**src/rtl/scss_pkg.sv**
```systemverilog
// ----------------------------------------------------------------------------
// scss_pkg
// Shared types and constants of the sign-corrected slope stream.
// ----------------------------------------------------------------------------
package scss_pkg;

  localparam int SLOPE_W     = 27;
  localparam int SLOPE_LIMIT = 67108863;
  localparam int RUN_W       = 8;
  localparam int CFG_IDX_W   = 2;
  localparam int CFG_DATA_W  = 4;
  localparam int WARM_W      = 3;

  localparam logic [RUN_W-1:0]      RUN_MAX       = 8'd255;
  localparam logic [CFG_IDX_W-1:0]  REG_ORDER_MODE = 2'd0;
  localparam logic [CFG_IDX_W-1:0]  REG_MIN_RUN    = 2'd1;
  localparam logic [CFG_DATA_W-1:0] MIN_RUN_RESET  = 4'd4;
  localparam logic [WARM_W-1:0]     WARM_DONE      = 3'd4;

  typedef logic signed [SLOPE_W-1:0] slope_t;

  // broadcast to every hold cell
  typedef struct packed {
    logic             flip;
    logic             to_neg;
    logic             shift;
    logic             load;
    logic [RUN_W-1:0] run_len;
  } cell_ctl_t;

endpackage

```
**src/rtl/scss_stencil.sv**
```systemverilog
// ----------------------------------------------------------------------------
// scss_stencil
// Four-sample window and five-point stencil, saturated to the slope field.
// ----------------------------------------------------------------------------
module scss_stencil #(
  parameter int SAMPLE_BITS = 20
) (
  input  logic                   clk,
  input  logic                   shift_en,
  input  logic                   order_mode,
  input  logic [SAMPLE_BITS-1:0] sample,
  output scss_pkg::slope_t       slope
);

  localparam int DW = (SAMPLE_BITS + 7 > 28) ? SAMPLE_BITS + 7 : 28;

  logic [SAMPLE_BITS-1:0] win_r [4];
  logic signed [DW-1:0]   y, w0, w1, w2, w3, acc;

  always_ff @(posedge clk) begin
    if (shift_en) begin
      win_r[0] <= win_r[1];
      win_r[1] <= win_r[2];
      win_r[2] <= win_r[3];
      win_r[3] <= sample;
    end
  end

  always_comb begin
    y  = DW'(sample);
    w0 = DW'(win_r[0]);
    w1 = DW'(win_r[1]);
    w2 = DW'(win_r[2]);
    w3 = DW'(win_r[3]);
    if (order_mode) begin
      acc = (w3 <<< 4) + (w1 <<< 4) - (w2 <<< 5) + (w2 <<< 1) - y - w0;
    end else begin
      acc = (w3 <<< 3) - (w1 <<< 3) + w0 - y;
    end
    if (acc > DW'(scss_pkg::SLOPE_LIMIT)) begin
      slope = scss_pkg::SLOPE_W'(scss_pkg::SLOPE_LIMIT);
    end else if (acc < -DW'(scss_pkg::SLOPE_LIMIT)) begin
      slope = -scss_pkg::SLOPE_W'(scss_pkg::SLOPE_LIMIT);
    end else begin
      slope = acc[scss_pkg::SLOPE_W-1:0];
    end
  end

endmodule

```
**src/rtl/scss_cell.sv**
```systemverilog
// ----------------------------------------------------------------------------
// scss_cell
// One hold cell: keeps a value, applies the run flip, shifts toward the head.
// ----------------------------------------------------------------------------
module scss_cell #(
  parameter int CW     = 3,
  parameter int IDX    = 0,
  parameter bit IS_END = 1'b0
) (
  input  logic                clk,
  input  scss_pkg::cell_ctl_t ctl,
  input  logic [CW-1:0]       count,
  input  scss_pkg::slope_t    d_in,
  input  scss_pkg::slope_t    nb_in,
  output scss_pkg::slope_t    val_out
);

  localparam logic [CW-1:0] POS = CW'(IDX);

  scss_pkg::slope_t         v_r, v_nxt;
  logic [CW-1:0]            span;
  logic                     flip_here;

  always_comb begin
    span      = count - POS;
    flip_here = ctl.flip && (count > POS) &&
                (scss_pkg::RUN_W'(span) <= ctl.run_len);
    val_out   = v_r;
    if (flip_here) begin
      if (ctl.to_neg) begin
        val_out = -v_r;
      end else if (v_r < 0) begin
        val_out = -v_r;
      end
    end
    if (ctl.shift) begin
      v_nxt = IS_END ? d_in : nb_in;
    end else if (ctl.load && count == POS) begin
      v_nxt = d_in;
    end else begin
      v_nxt = val_out;
    end
  end

  always_ff @(posedge clk) begin
    v_r <= v_nxt;
  end

endmodule

```
**src/rtl/sign_corrected_slope_stream.sv**
```systemverilog
// ----------------------------------------------------------------------------
// sign_corrected_slope_stream
// Five-point stencil slope with short-run sign correction and crossing flags.
// ----------------------------------------------------------------------------
// One sample is taken per clock while the result side keeps up. From the fifth
// sample of a curve each sample yields a slope, which sits in a row of
// MAX_RUN-1 hold cells until no flip can reach it; a result leaves through a
// single output register once the row is full, so results trail the input by
// MAX_RUN-1 values. On the last sample the held values drain one per cycle
// through the output register while the result side keeps up, and no sample is
// taken during the drain; that drain and the output register set the rate.
module sign_corrected_slope_stream #(
  parameter int MAX_RUN     = 8,
  parameter int SAMPLE_BITS = 20,
  parameter int INDEX_BITS  = 16
) (
  input  logic                                 clk,
  input  logic                                 rst_n,
  input  logic                                 cfg_we,
  input  logic [scss_pkg::CFG_IDX_W-1:0]       cfg_index,
  input  logic [scss_pkg::CFG_DATA_W-1:0]      cfg_data,
  input  logic                                 in_valid,
  output logic                                 in_ready,
  input  logic [SAMPLE_BITS-1:0]               in_sample,
  input  logic                                 in_last,
  output logic                                 out_valid,
  input  logic                                 out_ready,
  output logic [INDEX_BITS-1:0]                out_index,
  output logic signed [scss_pkg::SLOPE_W-1:0]  out_slope,
  output logic                                 out_turn_down,
  output logic                                 out_turn_up,
  output logic                                 out_end_of_curve
);

  localparam int HOLD = MAX_RUN - 1;
  localparam int CW   = $clog2(MAX_RUN);
  localparam logic [CW-1:0] HOLD_C = CW'(HOLD);

  logic                               order_mode_r;
  logic [scss_pkg::CFG_DATA_W-1:0]    min_run_r;

  logic [scss_pkg::WARM_W-1:0]        warm_r, warm_nxt;
  logic [CW-1:0]                      cnt_r, cnt_nxt;
  logic                               flush_r, flush_nxt;
  logic                               rp_r, rp_nxt;
  logic [scss_pkg::RUN_W-1:0]         rl_r, rl_nxt, prl_r, prl_nxt;
  logic [scss_pkg::RUN_W-1:0]         min_run_ext, rl_sum, rl_inc;
  scss_pkg::slope_t                   prev_r, prev_nxt;
  logic                               any_r, any_nxt;
  logic [INDEX_BITS-1:0]              idx_r, idx_nxt;

  logic                               out_valid_r, out_valid_nxt;
  logic [INDEX_BITS-1:0]              out_index_r;
  scss_pkg::slope_t                   out_slope_r;
  logic                               out_down_r, out_up_r, out_end_r;

  logic                               warm, full, slot_free, in_acc, take, pop;
  logic                               neg, pos, emit;
  logic [scss_pkg::RUN_W:0]           sum9, inc9;
  scss_pkg::slope_t                   d, head;
  scss_pkg::cell_ctl_t                ctl;
  scss_pkg::slope_t                   cell_f [HOLD];

  assign warm      = (warm_r == scss_pkg::WARM_DONE);
  assign full      = (cnt_r == HOLD_C);
  assign slot_free = !out_valid_r || out_ready;
  assign in_ready  = !flush_r && (!(warm && full) || slot_free);
  assign in_acc    = in_valid && in_ready;
  assign take      = in_acc && warm;
  assign pop       = flush_r && slot_free;
  assign emit      = (take && full) || pop;
  assign head      = cell_f[0];

  assign neg         = d[scss_pkg::SLOPE_W-1];
  assign pos         = !neg && (d != '0);
  assign min_run_ext = scss_pkg::RUN_W'(min_run_r);
  assign sum9        = {1'b0, prl_r} + {1'b0, rl_r};
  assign inc9        = {1'b0, rl_r} + 9'd1;
  assign rl_sum      = sum9[scss_pkg::RUN_W] ? scss_pkg::RUN_MAX : sum9[scss_pkg::RUN_W-1:0];
  assign rl_inc      = inc9[scss_pkg::RUN_W] ? scss_pkg::RUN_MAX : inc9[scss_pkg::RUN_W-1:0];

  scss_stencil #(
    .SAMPLE_BITS(SAMPLE_BITS)
  ) u_stencil (
    .clk       (clk),
    .shift_en  (in_acc),
    .order_mode(order_mode_r),
    .sample    (in_sample),
    .slope     (d)
  );

  for (genvar i = 0; i < HOLD; i++) begin : g_cell
    scss_pkg::slope_t nb;
    if (i == HOLD - 1) begin : g_end
      assign nb = '0;
    end else begin : g_mid
      assign nb = cell_f[i+1];
    end
    scss_cell #(
      .CW    (CW),
      .IDX   (i),
      .IS_END(i == HOLD - 1)
    ) u_cell (
      .clk    (clk),
      .ctl    (ctl),
      .count  (cnt_r),
      .d_in   (d),
      .nb_in  (nb),
      .val_out(cell_f[i])
    );
  end

  always_comb begin
    ctl         = '0;
    ctl.run_len = rl_r;
    ctl.load    = take;
    ctl.shift   = emit;
    rp_nxt      = rp_r;
    rl_nxt      = rl_r;
    prl_nxt     = prl_r;
    warm_nxt    = warm_r;
    cnt_nxt     = cnt_r;
    flush_nxt   = flush_r;
    prev_nxt    = prev_r;
    any_nxt     = any_r;
    idx_nxt     = idx_r;

    if (take) begin
      if (neg && rp_r && rl_r >= min_run_ext) begin
        rp_nxt  = 1'b0;
        prl_nxt = rl_r;
        rl_nxt  = 8'd1;
      end else if (neg && rp_r) begin
        ctl.flip   = 1'b1;
        ctl.to_neg = 1'b1;
        if (rl_r != '0) begin
          rp_nxt = 1'b0;
        end
        rl_nxt = rl_sum;
      end else if (pos && !rp_r && rl_r < min_run_ext) begin
        ctl.flip = 1'b1;
        if (rl_r != '0) begin
          rp_nxt = 1'b1;
        end
        rl_nxt = rl_sum;
      end else if (pos && !rp_r) begin
        rp_nxt  = 1'b1;
        prl_nxt = rl_r;
        rl_nxt  = 8'd1;
      end else begin
        rl_nxt = rl_inc;
      end
      if (!full) begin
        cnt_nxt = cnt_r + 1'b1;
      end
    end else if (in_acc) begin
      warm_nxt = warm_r + 1'b1;
    end

    if (in_acc && in_last) begin
      warm_nxt  = '0;
      rp_nxt    = 1'b1;
      rl_nxt    = min_run_ext;
      prl_nxt   = '0;
      flush_nxt = warm;
    end

    if (emit) begin
      prev_nxt = head;
      any_nxt  = 1'b1;
      idx_nxt  = idx_r + 1'b1;
    end

    if (pop) begin
      cnt_nxt = cnt_r - 1'b1;
      if (cnt_r == CW'(1)) begin
        flush_nxt = 1'b0;
        prev_nxt  = '0;
        any_nxt   = 1'b0;
        idx_nxt   = '0;
      end
    end

    out_valid_nxt = out_valid_r;
    if (emit) begin
      out_valid_nxt = 1'b1;
    end else if (out_ready) begin
      out_valid_nxt = 1'b0;
    end
  end

  always_ff @(posedge clk) begin
    if (!rst_n) begin
      order_mode_r <= 1'b0;
      min_run_r    <= scss_pkg::MIN_RUN_RESET;
      warm_r       <= '0;
      cnt_r        <= '0;
      flush_r      <= 1'b0;
      rp_r         <= 1'b1;
      rl_r         <= scss_pkg::RUN_W'(scss_pkg::MIN_RUN_RESET);
      prl_r        <= '0;
      prev_r       <= '0;
      any_r        <= 1'b0;
      idx_r        <= '0;
      out_valid_r  <= 1'b0;
    end else begin
      if (cfg_we) begin
        unique case (cfg_index)
          scss_pkg::REG_ORDER_MODE: order_mode_r <= cfg_data[0];
          scss_pkg::REG_MIN_RUN:    min_run_r    <= cfg_data;
          default: ;
        endcase
      end
      warm_r      <= warm_nxt;
      cnt_r       <= cnt_nxt;
      flush_r     <= flush_nxt;
      rp_r        <= rp_nxt;
      rl_r        <= rl_nxt;
      prl_r       <= prl_nxt;
      prev_r      <= prev_nxt;
      any_r       <= any_nxt;
      idx_r       <= idx_nxt;
      out_valid_r <= out_valid_nxt;
    end
  end

  // result beat payload
  always_ff @(posedge clk) begin
    if (emit) begin
      out_index_r <= idx_r;
      out_slope_r <= head;
      out_down_r  <= any_r && (prev_r > 0) && (head < 0);
      out_up_r    <= any_r && (prev_r < 0) && (head > 0);
      out_end_r   <= pop && (cnt_r == CW'(1));
    end
  end

  assign out_valid        = out_valid_r;
  assign out_index        = out_index_r;
  assign out_slope        = out_slope_r;
  assign out_turn_down    = out_down_r;
  assign out_turn_up      = out_up_r;
  assign out_end_of_curve = out_end_r;

  a_cnt_bound: assert property (@(posedge clk) disable iff (!rst_n)
    cnt_r <= HOLD_C)
    else $error("hold count beyond cell row");

  a_flush_done: assert property (@(posedge clk) disable iff (!rst_n)
    (pop && cnt_r == CW'(1)) |=> (!flush_r && cnt_r == '0 && idx_r == '0 && !any_r))
    else $error("curve state not cleared after drain");

  a_fill: assert property (@(posedge clk) disable iff (!rst_n)
    (take && !in_last && !full) |=> (cnt_r == $past(cnt_r) + 1'b1))
    else $error("hold row did not grow on a new slope");

  a_flags: assert property (@(posedge clk) disable iff (!rst_n)
    out_valid_r |-> !(out_down_r && out_up_r))
    else $error("both crossing flags set");

endmodule
```
**config.mk**
```make
export PLATFORM = sky130hd
export DESIGN_NAME = sign_corrected_slope_stream
export DESIGN_NICKNAME = d
export VERILOG_FILES = /design/src/rtl/scss_pkg.sv /design/src/rtl/scss_stencil.sv /design/src/rtl/scss_cell.sv /design/src/rtl/sign_corrected_slope_stream.sv
export SDC_FILE = /design/constraint.sdc
export NUM_CORES = 1
export LEC_CHECK = 0
export BUFFER_PORTS_ARGS = -buffer_cell sky130_fd_sc_hd__buf_2
export CORE_MARGIN = 2
export CORE_UTILIZATION = 25
export DETAILED_ROUTE_END_ITERATION = 8
export PLACE_DENSITY_LB_ADDON = 0.12
export SYNTH_ARGS = -nofsm -noshare
export SYNTH_HDL_FRONTEND = slang
export SYNTH_SLANG_ARGS = --single-unit
```
**constraint.sdc**
```tcl
create_clock -name clk -period 17.5 [get_ports clk]
set_input_delay 0 -clock clk [delete_from_list [all_inputs] [get_ports clk]]
set_output_delay 0 -clock clk [all_outputs]
set_load 0.1 [all_outputs]
```
# After elaboration in Yosys (flattened, before gate mapping)
# Memories as Yosys holds them, arrays and structs flattened.
# Index checks and enable logic that the tools add are counted.
dict set report totals {
  wordCells 239
  n_memories 1
  reg_bits 309
  mem_bits_rw 80
}
# name words word_bits rd rd_clocked_by_memory_dff wr line
set memory_table {}
lappend memory_table {u_stencil.win_r 4 20 4 0 4 scss_stencil.sv:17} ;# logic [SAMPLE_BITS-1:0] win_r [4];
dict set report classes {
  reduce_logical 62
  n_eq_ne 14
  addsub 26
  bitwise_logic 2
  mux 80
  n_lt_le_gt_ge 29
}
# cell n
set ops {}
lappend ops {{$mux W27} 40}
lappend ops {{$lt A27 B1 Y1 const B} 9}
lappend ops {{$neg A27 Y27} 7}
lappend ops {{$sub A28 B21 Y28} 3}
lappend ops {{$mux W8} 10}
lappend ops {{$le A3 B8 Y1} 7}
lappend ops {{$gt A27 B1 Y1 const B} 2}
lappend ops {{$mux W16} 3}
lappend ops {{$logic_and A1 B1 Y1} 38}
lappend ops {{$add A28 B21 Y28} 1}
lappend ops {{$add A28 B22 Y28} 1}
lappend ops {{$gt A28 B27 Y1 const B} 1}
lappend ops {{$lt A28 B27 Y1 const B} 1}
lappend ops {{$mux W28} 1}
lappend ops {{$sub A28 B26 Y28} 1}
lappend ops {{$reduce_bool A27 Y1} 1}
lappend ops {{$add A24 B24 Y25} 1}
lappend ops {{$sub A23 B23 Y24} 1}
lappend ops {{$mux W1} 19}
lappend ops {{$add A16 B1 Y16 const B} 1}
lappend ops {{$eq A3 B3 Y1 const B} 5}
lappend ops {{$add A8 B1 Y9 const B} 1}
lappend ops {{$add A8 B8 Y9} 1}
lappend ops {{$gt A3 B3 Y1 const B} 3}
lappend ops {{other kinds (29)} 55}

# Depth between registers and ports, before layout
# Gate-level depths: netlist of the first run.
# An unclocked memory read counts as a cell.
dict set report logic_depth {
  depth_word 24
  depth_mapped 35
  depth_no_buf 34
}

# Modules after synthesis
# A second synthesis of the first run with hierarchy kept.
dict set report hier_totals {
  cells_unflattened 3364
  area_unflattened_um2 28822.6
}
# mod area_each_um2 instances seq_area_each_um2 cells_each
set modules_own_cells {}
lappend modules_own_cells {scss_stencil 9467.8 1 2402.3 1030}
lappend modules_own_cells {sign_corrected_slope_stream 5393.9 1 2862.7 560}
lappend modules_own_cells {{scss_cell (g_cell[3].u_cell)} 2143.3 1 550.5 271}
lappend modules_own_cells {{scss_cell (g_cell[2].u_cell)} 2135.8 1 550.5 270}
lappend modules_own_cells {{scss_cell (g_cell[5].u_cell)} 2075.7 1 550.5 267}
lappend modules_own_cells {{scss_cell (g_cell[1].u_cell)} 1981.9 1 550.5 243}
lappend modules_own_cells {{scss_cell (g_cell[4].u_cell)} 1930.6 1 550.5 259}
lappend modules_own_cells {{scss_cell (g_cell[0].u_cell)} 1849.3 1 550.5 216}
lappend modules_own_cells {{scss_cell (g_cell[6].u_cell)} 1844.3 1 550.5 248}

# Worst setup path before layout of the first run
# No wires, ideal clock.
dict set report synth_path {
  path_kind {register to register}
  from {register out_valid_r (netlist: out_valid)}
  to {register out_end_r (netlist: out_end_of_curve), enable pin}
  t_arrival_ps 7978
  n_path_buf 5
  stages_incl_launch_ff 12
  t_required_ps 17072
  setup_ps 428
  setup_slack_ps 9094
  path_cell_list {dfxtp_1 > nor2b_1 > a41oi_1 > and2_1 > clkbuf_1 > nand4_1 > and2_1 > clkbuf_1 > inv_1 > clkbuf_1 > clkbuf_1 > clkbuf_1}
}
# element line
set synth_lines {}
lappend synth_lines {{start, declared} sign_corrected_slope_stream.sv:52} ;# logic out_valid_r, out_valid_nxt;
lappend synth_lines {{start signal, assigned} sign_corrected_slope_stream.sv:223} ;# out_valid_r <= out_valid_nxt;
lappend synth_lines {{end signal, assigned} sign_corrected_slope_stream.sv:234} ;# out_end_r <= pop && (cnt_r == CW'(1));
lappend synth_lines {{end, declared} sign_corrected_slope_stream.sv:55} ;# logic out_down_r, out_up_r, out_end_r;

==> reports/summary.log, run 1 <==
INFO  routing        detailroute.wirelength.met3=3060um
INFO  yosys          synth_cell_types=85
INFO  routing        post_drt_via_cell_ratio=4.87
INFO  worst_setup_path timing.rr.start=u_stencil.win_r[3][0]
INFO  yosys          synthDominantAreaCellType=sky130_fd_sc_hd__dfxtp_1
INFO  yosys          syn-mean-instance-area=8.65um^2
INFO  worst_setup_path rr_worst_depth=35
INFO  pwr            p_total=3.91mW
INFO  worst_setup_path critPathLaunch=u_stencil.win_r[3][0]
INFO  sta            final.period_utilization=55.6%
INFO  sta            final-max-slew-violation-count=0
INFO  yosys          synth_top_cell_area_share=19.5%
INFO  yosys          synth_simple_gate_area_share=16.4%
INFO  floorplanning  die_y=328um
INFO  worst_setup_path critical_path.startpoint_type=flop
INFO  yosys          yosys_most_used_dff=sky130_fd_sc_hd__dfxtp_1
INFO  sta            worst_hold_slack=0.0991ns
INFO  routing        antenna_violating_nets_post_route=0
INFO  cells_and_area antenna-diode-count=0
INFO  placement      dpl-instance-area=0.0282mm^2
INFO  sta            actual_slew_at_the_worst_max_slew_pin=1.15ns
INFO  cells_and_area finalInstanceArea=0.0305mm^2
INFO  worst_setup_path critical_path.max_stage_delay=0.57ns
INFO  yosys          synth_compound_area_share=19.7%
INFO  routing        dr.pass1.iters=5
INFO  yosys          ys_top_cells_by_count=sky130_fd_sc_hd__nor2_1, sky130_fd_sc_hd__nand2_1, sky130_fd_sc_hd__inv_1
INFO  sta            timing.slew.headroom=23.1%
INFO  floorplanning  die-area=0.108mm^2
INFO  routing        avgRoutedWirePerCell=18.6um
INFO  cells_and_area drive_above_1_share=7.72%
INFO  cells_and_area finish.net_count=3,383
INFO  cts            cts.reportedPaths.clkPinSlew=0.06ns
INFO  run_status     status=completed
INFO  placement      globalplace.congestion=0.826
INFO  yosys          synth_top_family_by_area=compound AO/OA/AOI/OAI gates
INFO  min_path       hold_path_class=in -> reg
INFO  floorplanning  design.core.area=0.104mm^2
INFO  routing        met2_length=41,200um
INFO  sta            setup_viol=0
INFO  worst_setup_path worst_ep_arrival_time=10.13ns
INFO  yosys          synth_xor_xnor_area_share=8.07%
INFO  pwr            power.density_cell_area=129mW/mm^2
INFO  sta            fin_setup_tns=0ns
INFO  yosys          ys_seq_area_share=34.7%
INFO  sta            finalHoldViolCount=0
INFO  routing        highest-signal-layer=met4
INFO  yosys          synthAdderAreaFrac=13.3%
INFO  pwr            irDropWorstVdd=0.0000845V
INFO  cts            clock_latency=0.65ns
INFO  global_routing gr-total-overflow=0
INFO  cells_and_area post_layout_nonfiller_instances=4,539
INFO  global_routing globalRouteTotalUtil=15.6%
INFO  cts            ctsLongestPathBuffers=3
INFO  sta            fmaxAchievable=103MHz
INFO  sta            post-route-min-period=9.73ns
INFO  cts            total_clock_buffers_created_by_cts=51
INFO  floorplanning  die_width=328um
INFO  yosys          netlist_area=0.0263mm^2
INFO  global_routing antenna_violations_before_repair=0
INFO  placement      hpwl=65,900um
INFO  worst_setup_path critical_path_class=reg -> reg
INFO  floorplanning  placementRows=118
INFO  routing        routedLengthMet1=38,500um
INFO  yosys          synthesis.nets=3,304
INFO  placement      placedCellCount=4,404
INFO  yosys          muxShareOfSynthArea=1.85%
INFO  global_routing global_route_wire_length_before_repair=132,000um
INFO  floorplanning  initial_core_util=25.3%
INFO  cts            cts.sink_count=389
INFO  sta            grt_setup_unrepaired=false
INFO  global_routing grt_start_max_net_pins=84
INFO  worst_setup_path setup.worst_path.end_class=flop
INFO  worst_setup_path timing.critical_path.slowest_stage_cell=sky130_fd_sc_hd__nand2_1
INFO  yosys          synth_seq_cells=389
INFO  placement      io_buffer_count=79
INFO  cells_and_area synthToLayoutAreaGrowth=16.0%
INFO  routing        detailroute.via_count=22.1k
INFO  worst_setup_path worstReg2RegEnd=out_turn_up
INFO  routing        drc=0
INFO  yosys          synthesis.yosys.warnings=0
INFO  worst_setup_path setup.reg_to_reg.worst_slack=7.77ns
INFO  floorplanning  ios=80
INFO  worst_setup_path critPathCapture=out_turn_up
INFO  sta            timing.clock.skew=0.0471ns
INFO  yosys          synthTopCellsByArea=sky130_fd_sc_hd__dfxtp_1, sky130_fd_sc_hd__edfxtp_1, sky130_fd_sc_hd__ha_1
INFO  worst_setup_path worst-endpoint-required=17.91ns
INFO  worst_setup_path maximum_fanout_encountered_on_the_critical_timing_path=27
INFO  pwr            leakage=12.6nW
INFO  cts            ctsRootBufferMaster=sky130_fd_sc_hd__clkbuf_16
INFO  yosys          async_flop_share=0%
INFO  yosys          post-synth-top-count-cell=sky130_fd_sc_hd__nor2_1
INFO  global_routing grt_pass1_vias=22.3k
INFO  routing        drt_iter0_drc=1,258
INFO  cts            cts_tree=yes
INFO  routing        route.final.wire_length=84,600um
INFO  yosys          syn-instance-count=3,037
INFO  flow_run       number_of_violations_of_the_max_capacitance_limit=0
INFO  cts            htree_levels=2
INFO  yosys          synth_enable_flop_cells=133
## metal layers
layer | global-route usage [%] | vias to the layer above
met1 | 20.2 | 10705
met5 | 0 | -
li1 | - | 10921
met4 | 3.92 | 0
met2 | 27.5 | 394
met3 | 1.96 | 87
## what timing repair did
item | CTS | global route
hold buffers | 39 | 0
buffers inserted | 0 | 0
gates resized for setup | 0 | 0
hold endpoints to repair | 52 | 0
## report_power, final
group / internal (mW) / leakage, nW / switching [mW]
clock network: 0.712 / 0.902 / 0.440
registers: 0.968 / 3.31 / 0.0304
logic: 0.584 / 8.36 / 1.18
total: 2.26 / 12.6 / 1.65
## cells by family (layout without fill, tap and decap cells)
group	count (synthesis)	after routing
AND/OR/NAND/NOR	923	923
AO/OA/AOI/OAI	789	789
adder cells (fa/ha/maj)	236	236
buffers and inverters	411	533
XOR/XNOR	241	241
multiplexers	48	48
flip-flops	389	389
## worst min path at each step
stage,cells past startpoint,startpoint,slack [ns],endpoint
floorplan,0,in_sample[0],0.1,u_stencil.win_r[3][0]
global placement,1,in_sample[12],0.20,u_stencil.win_r[3][12]
detailed placement,1,in_sample[17],0.20,u_stencil.win_r[3][17]
CTS,2,in_sample[19],0.06,u_stencil.win_r[3][19]
global route,2,in_sample[19],0.09,u_stencil.win_r[3][19]
finish,2,in_sample[19],0.1,u_stencil.win_r[3][19]
## state kept, by name, indices dropped and copies added (netlist names), 3 cells and up
name / flops
prl_r: 8
warm_r: 3
g_cell.u_cell.v_r: 189
u_stencil.win_r: 80
min_run_r: 4
rl_r: 8
out_slope: 27
cnt_r: 3
prev_r: 27
out_index: 16
idx_r: 16
## placed cells by master (no fill, tap or decap), drive strengths merged, types with 10 or more instances in the layout
| cell type | instances |
|---|---|
| a31oi | 21 |
| o31ai | 33 |
| clkbuf | 65 |
| xnor2 | 141 |
| nor4 | 35 |
| o22ai | 16 |
| inv | 281 |
| and3 | 20 |
| nand2 | 281 |
| o21ai | 188 |
| a21oi | 225 |
| o21a | 19 |
| dlygate4sd3 | 39 |
| and2 | 15 |
| nor2 | 287 |
| buf | 118 |
| o211ai | 38 |
| o41ai | 16 |
| nand4 | 18 |
| or3 | 28 |
| bufinv | 10 |
| fa | 73 |
| a2111oi | 13 |
| a211oi | 31 |
| nor2b | 32 |
| nand2b | 22 |
| nand3 | 46 |
| clkinv | 19 |
| or4 | 26 |
| dfxtp | 256 |
| xor2 | 100 |
| a21o | 23 |
| ha | 162 |
| o221ai | 47 |
| mux2i | 43 |
| a221oi | 28 |
| nor3 | 70 |
| edfxtp | 133 |
| or2 | 15 |
| o21bai | 17 |
## per-stage QoR
stage	util (%)	worst slack (ns)
3_3_place_gp	27.2	7.98
5_1_grt	29.3	7.06
3_5_place_dp	27.2	7.83
2_1_floorplan	-	9.09
4_1_cts	29.3	7.79
6_report	29.3	7.77
## area by class of cell
cell class | count | area [um^2]
tap | 1380 | 1730
timing repair buffer | 157 | 1080
clock inverter | 31 | 455
clock buffer | 65 | 1390
sequential | 389 | 9120
fill | 11021 | 73300
multi-input combinational | 2237 | 15600
inverter | 280 | 1060
## critical path: cells and delay by family, from the launching register on
family / cells / cell delay (ns)
flops: 1 / 0.41
fa+ha+maj: 5 / 1.82
compound gates: 19 / 4.51
simple gates: 5 / 1.84
buf+inv: 4 / 0.54
xor+xnor: 2 / 0.33
Power figures use the tool's default switching activity.
==> inputs of run 2 (changes only) <==
--- a/config.mk
+++ b/config.mk
@@ -5,6 +5,7 @@
 export SDC_FILE = /design/constraint.sdc
 export NUM_CORES = 1
 export LEC_CHECK = 0
+export ABC_AREA = 1
 export BUFFER_PORTS_ARGS = -buffer_cell sky130_fd_sc_hd__buf_2
 export CORE_MARGIN = 2
 export CORE_UTILIZATION = 25
==> constraint.sdc (replaced) <==
create_clock -name clk -period 8.43 [get_ports clk]
set_input_delay 0 -clock clk [delete_from_list [all_inputs] [get_ports clk]]
set_output_delay 0 -clock clk [all_outputs]
set_load 0.1 [all_outputs]
==> run 2 against run 1 <==
  * Hold slack lost 0.0067 ns
  * Critical path depth grew 18
  * Critical path type unchanged
  * Highest routed layer unchanged
  * Critical endpoint is now g_cell[2].u_cell.v_r[17]
  * Maximum frequency grew 25%
  * Global-route usage grew 1.3 points
  * Clock power grew 100%
  * Flip-flop and latch count is the same
==> reports/summary.log, run 2 <==
INFO  routing        post_drt_via_cell_ratio=4.49
INFO  yosys          ys_top_cells_by_count=sky130_fd_sc_hd__nand2_1, sky130_fd_sc_hd__inv_1, sky130_fd_sc_hd__nor2_1
INFO  routing        route.final.wire_length=96,100um
INFO  placement      dpl-instance-area=0.0302mm^2
INFO  pwr            power.density_cell_area=261mW/mm^2
INFO  floorplanning  die_width=337um
INFO  yosys          syn-instance-count=3,807
INFO  sta            actual_slew_at_the_worst_max_slew_pin=1.03ns
INFO  yosys          synthDominantAreaCellType=sky130_fd_sc_hd__dfxtp_1
INFO  sta            finalHoldViolCount=0
INFO  cts            clock_latency=0.66ns
INFO  yosys          synth_xor_xnor_area_share=5.31%
INFO  floorplanning  initial_core_util=25.1%
INFO  global_routing grt_start_max_net_pins=82
INFO  worst_setup_path critical_path.most_common_cell=sky130_fd_sc_hd__nand2_1
INFO  cells_and_area synthToLayoutAreaGrowth=17.8%
INFO  worst_setup_path critical_path.top_delay_family=simple AND/OR/NAND/NOR gates
INFO  routing        dr.pass1.iters=5
INFO  cells_and_area drive_above_1_share=8.78%
INFO  sta            setup_viol=0
INFO  yosys          netlist_area=0.0277mm^2
INFO  yosys          synthesis.nets=4,074
INFO  routing        antenna_violating_nets_post_route=0
INFO  sta            timing.clock.skew=0.0480ns
INFO  worst_setup_path critical_path.max_stage_delay=0.49ns
INFO  min_path       hold_path_class=in -> reg
INFO  routing        met2_length=45,100um
INFO  yosys          yosys_most_used_dff=sky130_fd_sc_hd__dfxtp_1
INFO  routing        highest-signal-layer=met4
INFO  worst_setup_path setup.worst_path.end_class=flop
INFO  cells_and_area antenna-diode-count=0
INFO  placement      place_worst_setup_slack=-0.0715ns
INFO  yosys          synthTopCellsByArea=sky130_fd_sc_hd__dfxtp_1, sky130_fd_sc_hd__edfxtp_1, sky130_fd_sc_hd__nand2_1
INFO  flow_run       number_of_violations_of_the_max_capacitance_limit=0
INFO  yosys          synth_enable_flop_cells=133
INFO  floorplanning  placementRows=122
INFO  worst_setup_path critical_path.startpoint_type=flop
INFO  sta            post-route-min-period=7.78ns
INFO  yosys          async_flop_share=0%
INFO  cells_and_area finalInstanceArea=0.0326mm^2
INFO  global_routing global_route_wire_length_before_repair=148,000um
INFO  global_routing grt_pass1_vias=24.8k
INFO  cells_and_area layout_top_registers=g_cell.u_cell.v_r x189, u_stencil.win_r x80
INFO  routing        detailroute.wirelength.met3=3650um
INFO  global_routing gr-total-overflow=0
INFO  floorplanning  ios=80
INFO  cts            ctsRootBufferMaster=sky130_fd_sc_hd__clkbuf_16
INFO  floorplanning  die_y=337um
INFO  sta            final.setup.worst_slack=0.647ns
INFO  placement      io_buffer_count=79
INFO  cts            cts.sink_count=389
INFO  worst_setup_path worst_ep_arrival_time=8.28ns
INFO  yosys          syn-mean-instance-area=7.27um^2
INFO  cts            total_clock_buffers_created_by_cts=51
INFO  yosys          muxShareOfSynthArea=0.253%
INFO  worst_setup_path worst-endpoint-required=8.93ns
INFO  global_routing antenna_violations_before_repair=2
INFO  worst_setup_path critical_path_class=reg -> reg
INFO  yosys          post-synth-top-count-cell=sky130_fd_sc_hd__nand2_1
INFO  yosys          synth_cell_types=61
INFO  yosys          ys_seq_area_share=32.9%
INFO  pwr            irDropWorstVdd=0.000201V
INFO  yosys          synthAdderAreaFrac=12.6%
INFO  yosys          synthesis.yosys.warnings=0
INFO  routing        drc=0
INFO  cells_and_area mostFrequentLayoutCells=sky130_fd_sc_hd__nand2_1, sky130_fd_sc_hd__inv_1, sky130_fd_sc_hd__nor2_1
INFO  sta            worst_hold_slack=0.0924ns
INFO  worst_setup_path timing.critical_path.buf_inv=6
INFO  cells_and_area commonest_non_fill_non_tap_cell_in_the_layout=sky130_fd_sc_hd__nand2_1
INFO  pwr            leakage=15.3nW
INFO  global_routing globalRouteTotalUtil=17.0%
INFO  sta            timing.slew.headroom=31.5%
INFO  yosys          synth_seq_cells=389
INFO  yosys          synth_top_family_by_area=simple AND/OR/NAND/NOR gates
INFO  cts            ctsLongestPathBuffers=3
INFO  yosys          synth_simple_gate_area_share=26.2%
INFO  placement      hpwl=74,200um
INFO  routing        routedLengthMet1=44,500um
INFO  cts            htree_levels=2
INFO  floorplanning  design.core.area=0.110mm^2
INFO  routing        drt_iter0_drc=1,291
INFO  yosys          synth_top_cell_area_share=18.5%
INFO  sta            final.period_utilization=92.3%
INFO  pwr            p_total=8.50mW
INFO  worst_setup_path maximum_fanout_encountered_on_the_critical_timing_path=21
INFO  cells_and_area largest_register_ff_count=189
INFO  sta            final-max-slew-violation-count=0
INFO  routing        avgRoutedWirePerCell=17.5um
INFO  cells_and_area regMostFlops=g_cell.u_cell.v_r
INFO  cells_and_area finish.net_count=4,237
INFO  cts            cts_tree=yes
INFO  run_status     status=completed
INFO  worst_setup_path timing.critical_path.slowest_stage_cell=sky130_fd_sc_hd__fa_1
INFO  sta            fmaxAchievable=128MHz
INFO  routing        detailroute.via_count=24.7k
INFO  yosys          synth_compound_area_share=12.5%
INFO  cts            cts.reportedPaths.clkPinSlew=0.05ns
INFO  floorplanning  die-area=0.113mm^2
INFO  placement      globalplace.congestion=0.855
## run 2: per-layer routing
metal  track usage, %  vias up
met3             2.52      105
met5                0        -
li1                 -    12717
met1             22.1    11469
met4             4.90        0
met2             29.0      388
## run 2: per-stage QoR
step	TNS [ns]	util, %	instances
after floorplan	0	-	3807
after detailed placement	-0.684	27.4	5360
after global routing	-0.145	29.6	5497
after CTS	0	29.4	5489
final	0	29.6	5497
after global placement	-0.0170	27.4	5360
## run 2: report_power, final
part | switching (mW) | internal [mW]
clock | 0.920 | 1.40
combinational | 2.75 | 1.17
sequential | 0.158 | 2.10
## run 2: final cells by class
cell class / instances / area [um^2]
well taps: 1488 / 1860
multi-input cells: 2680 / 15900
clock inverters: 24 / 358
clock buffers: 68 / 1420
repair buffers: 208 / 1490
fillers: 12161 / 77600
flip-flops and latches: 389 / 9120
inverters: 640 / 2420
## run 2: timing repair
item                                    4_1_cts  5_1_grt
endpoints found under the hold margin        64        0
pin swaps                                     0        7
resized for setup                             2       39
endpoints found under the setup margin       18      227
setup buffers                                 0        8
hold buffers                                 37        0
## run 2: kinds of logic after synthesis
| logic type | after synthesis |
|---|---|
| flip-flops | 389 |
| multiplexers | 7 |
| adder cells (fa/ha/maj) | 235 |
| buffers and inverters | 738 |
| XOR/XNOR | 168 |
| AND/OR/NAND/NOR | 1723 |
| AO/OA/AOI/OAI | 547 |
## run 2: worst paths after layout
check	from	endpoint	slack, ns	cells after the start
max	u_stencil.win_r[1][0]	g_cell[2].u_cell.v_r[17]	0.65	53
min	in_sample[16]	u_stencil.win_r[3][16]	0.09	2
max reg2reg	u_stencil.win_r[1][0]	g_cell[2].u_cell.v_r[17]	0.65	53
min reg2reg	idx_r[5]	out_index[5]	0.44	0
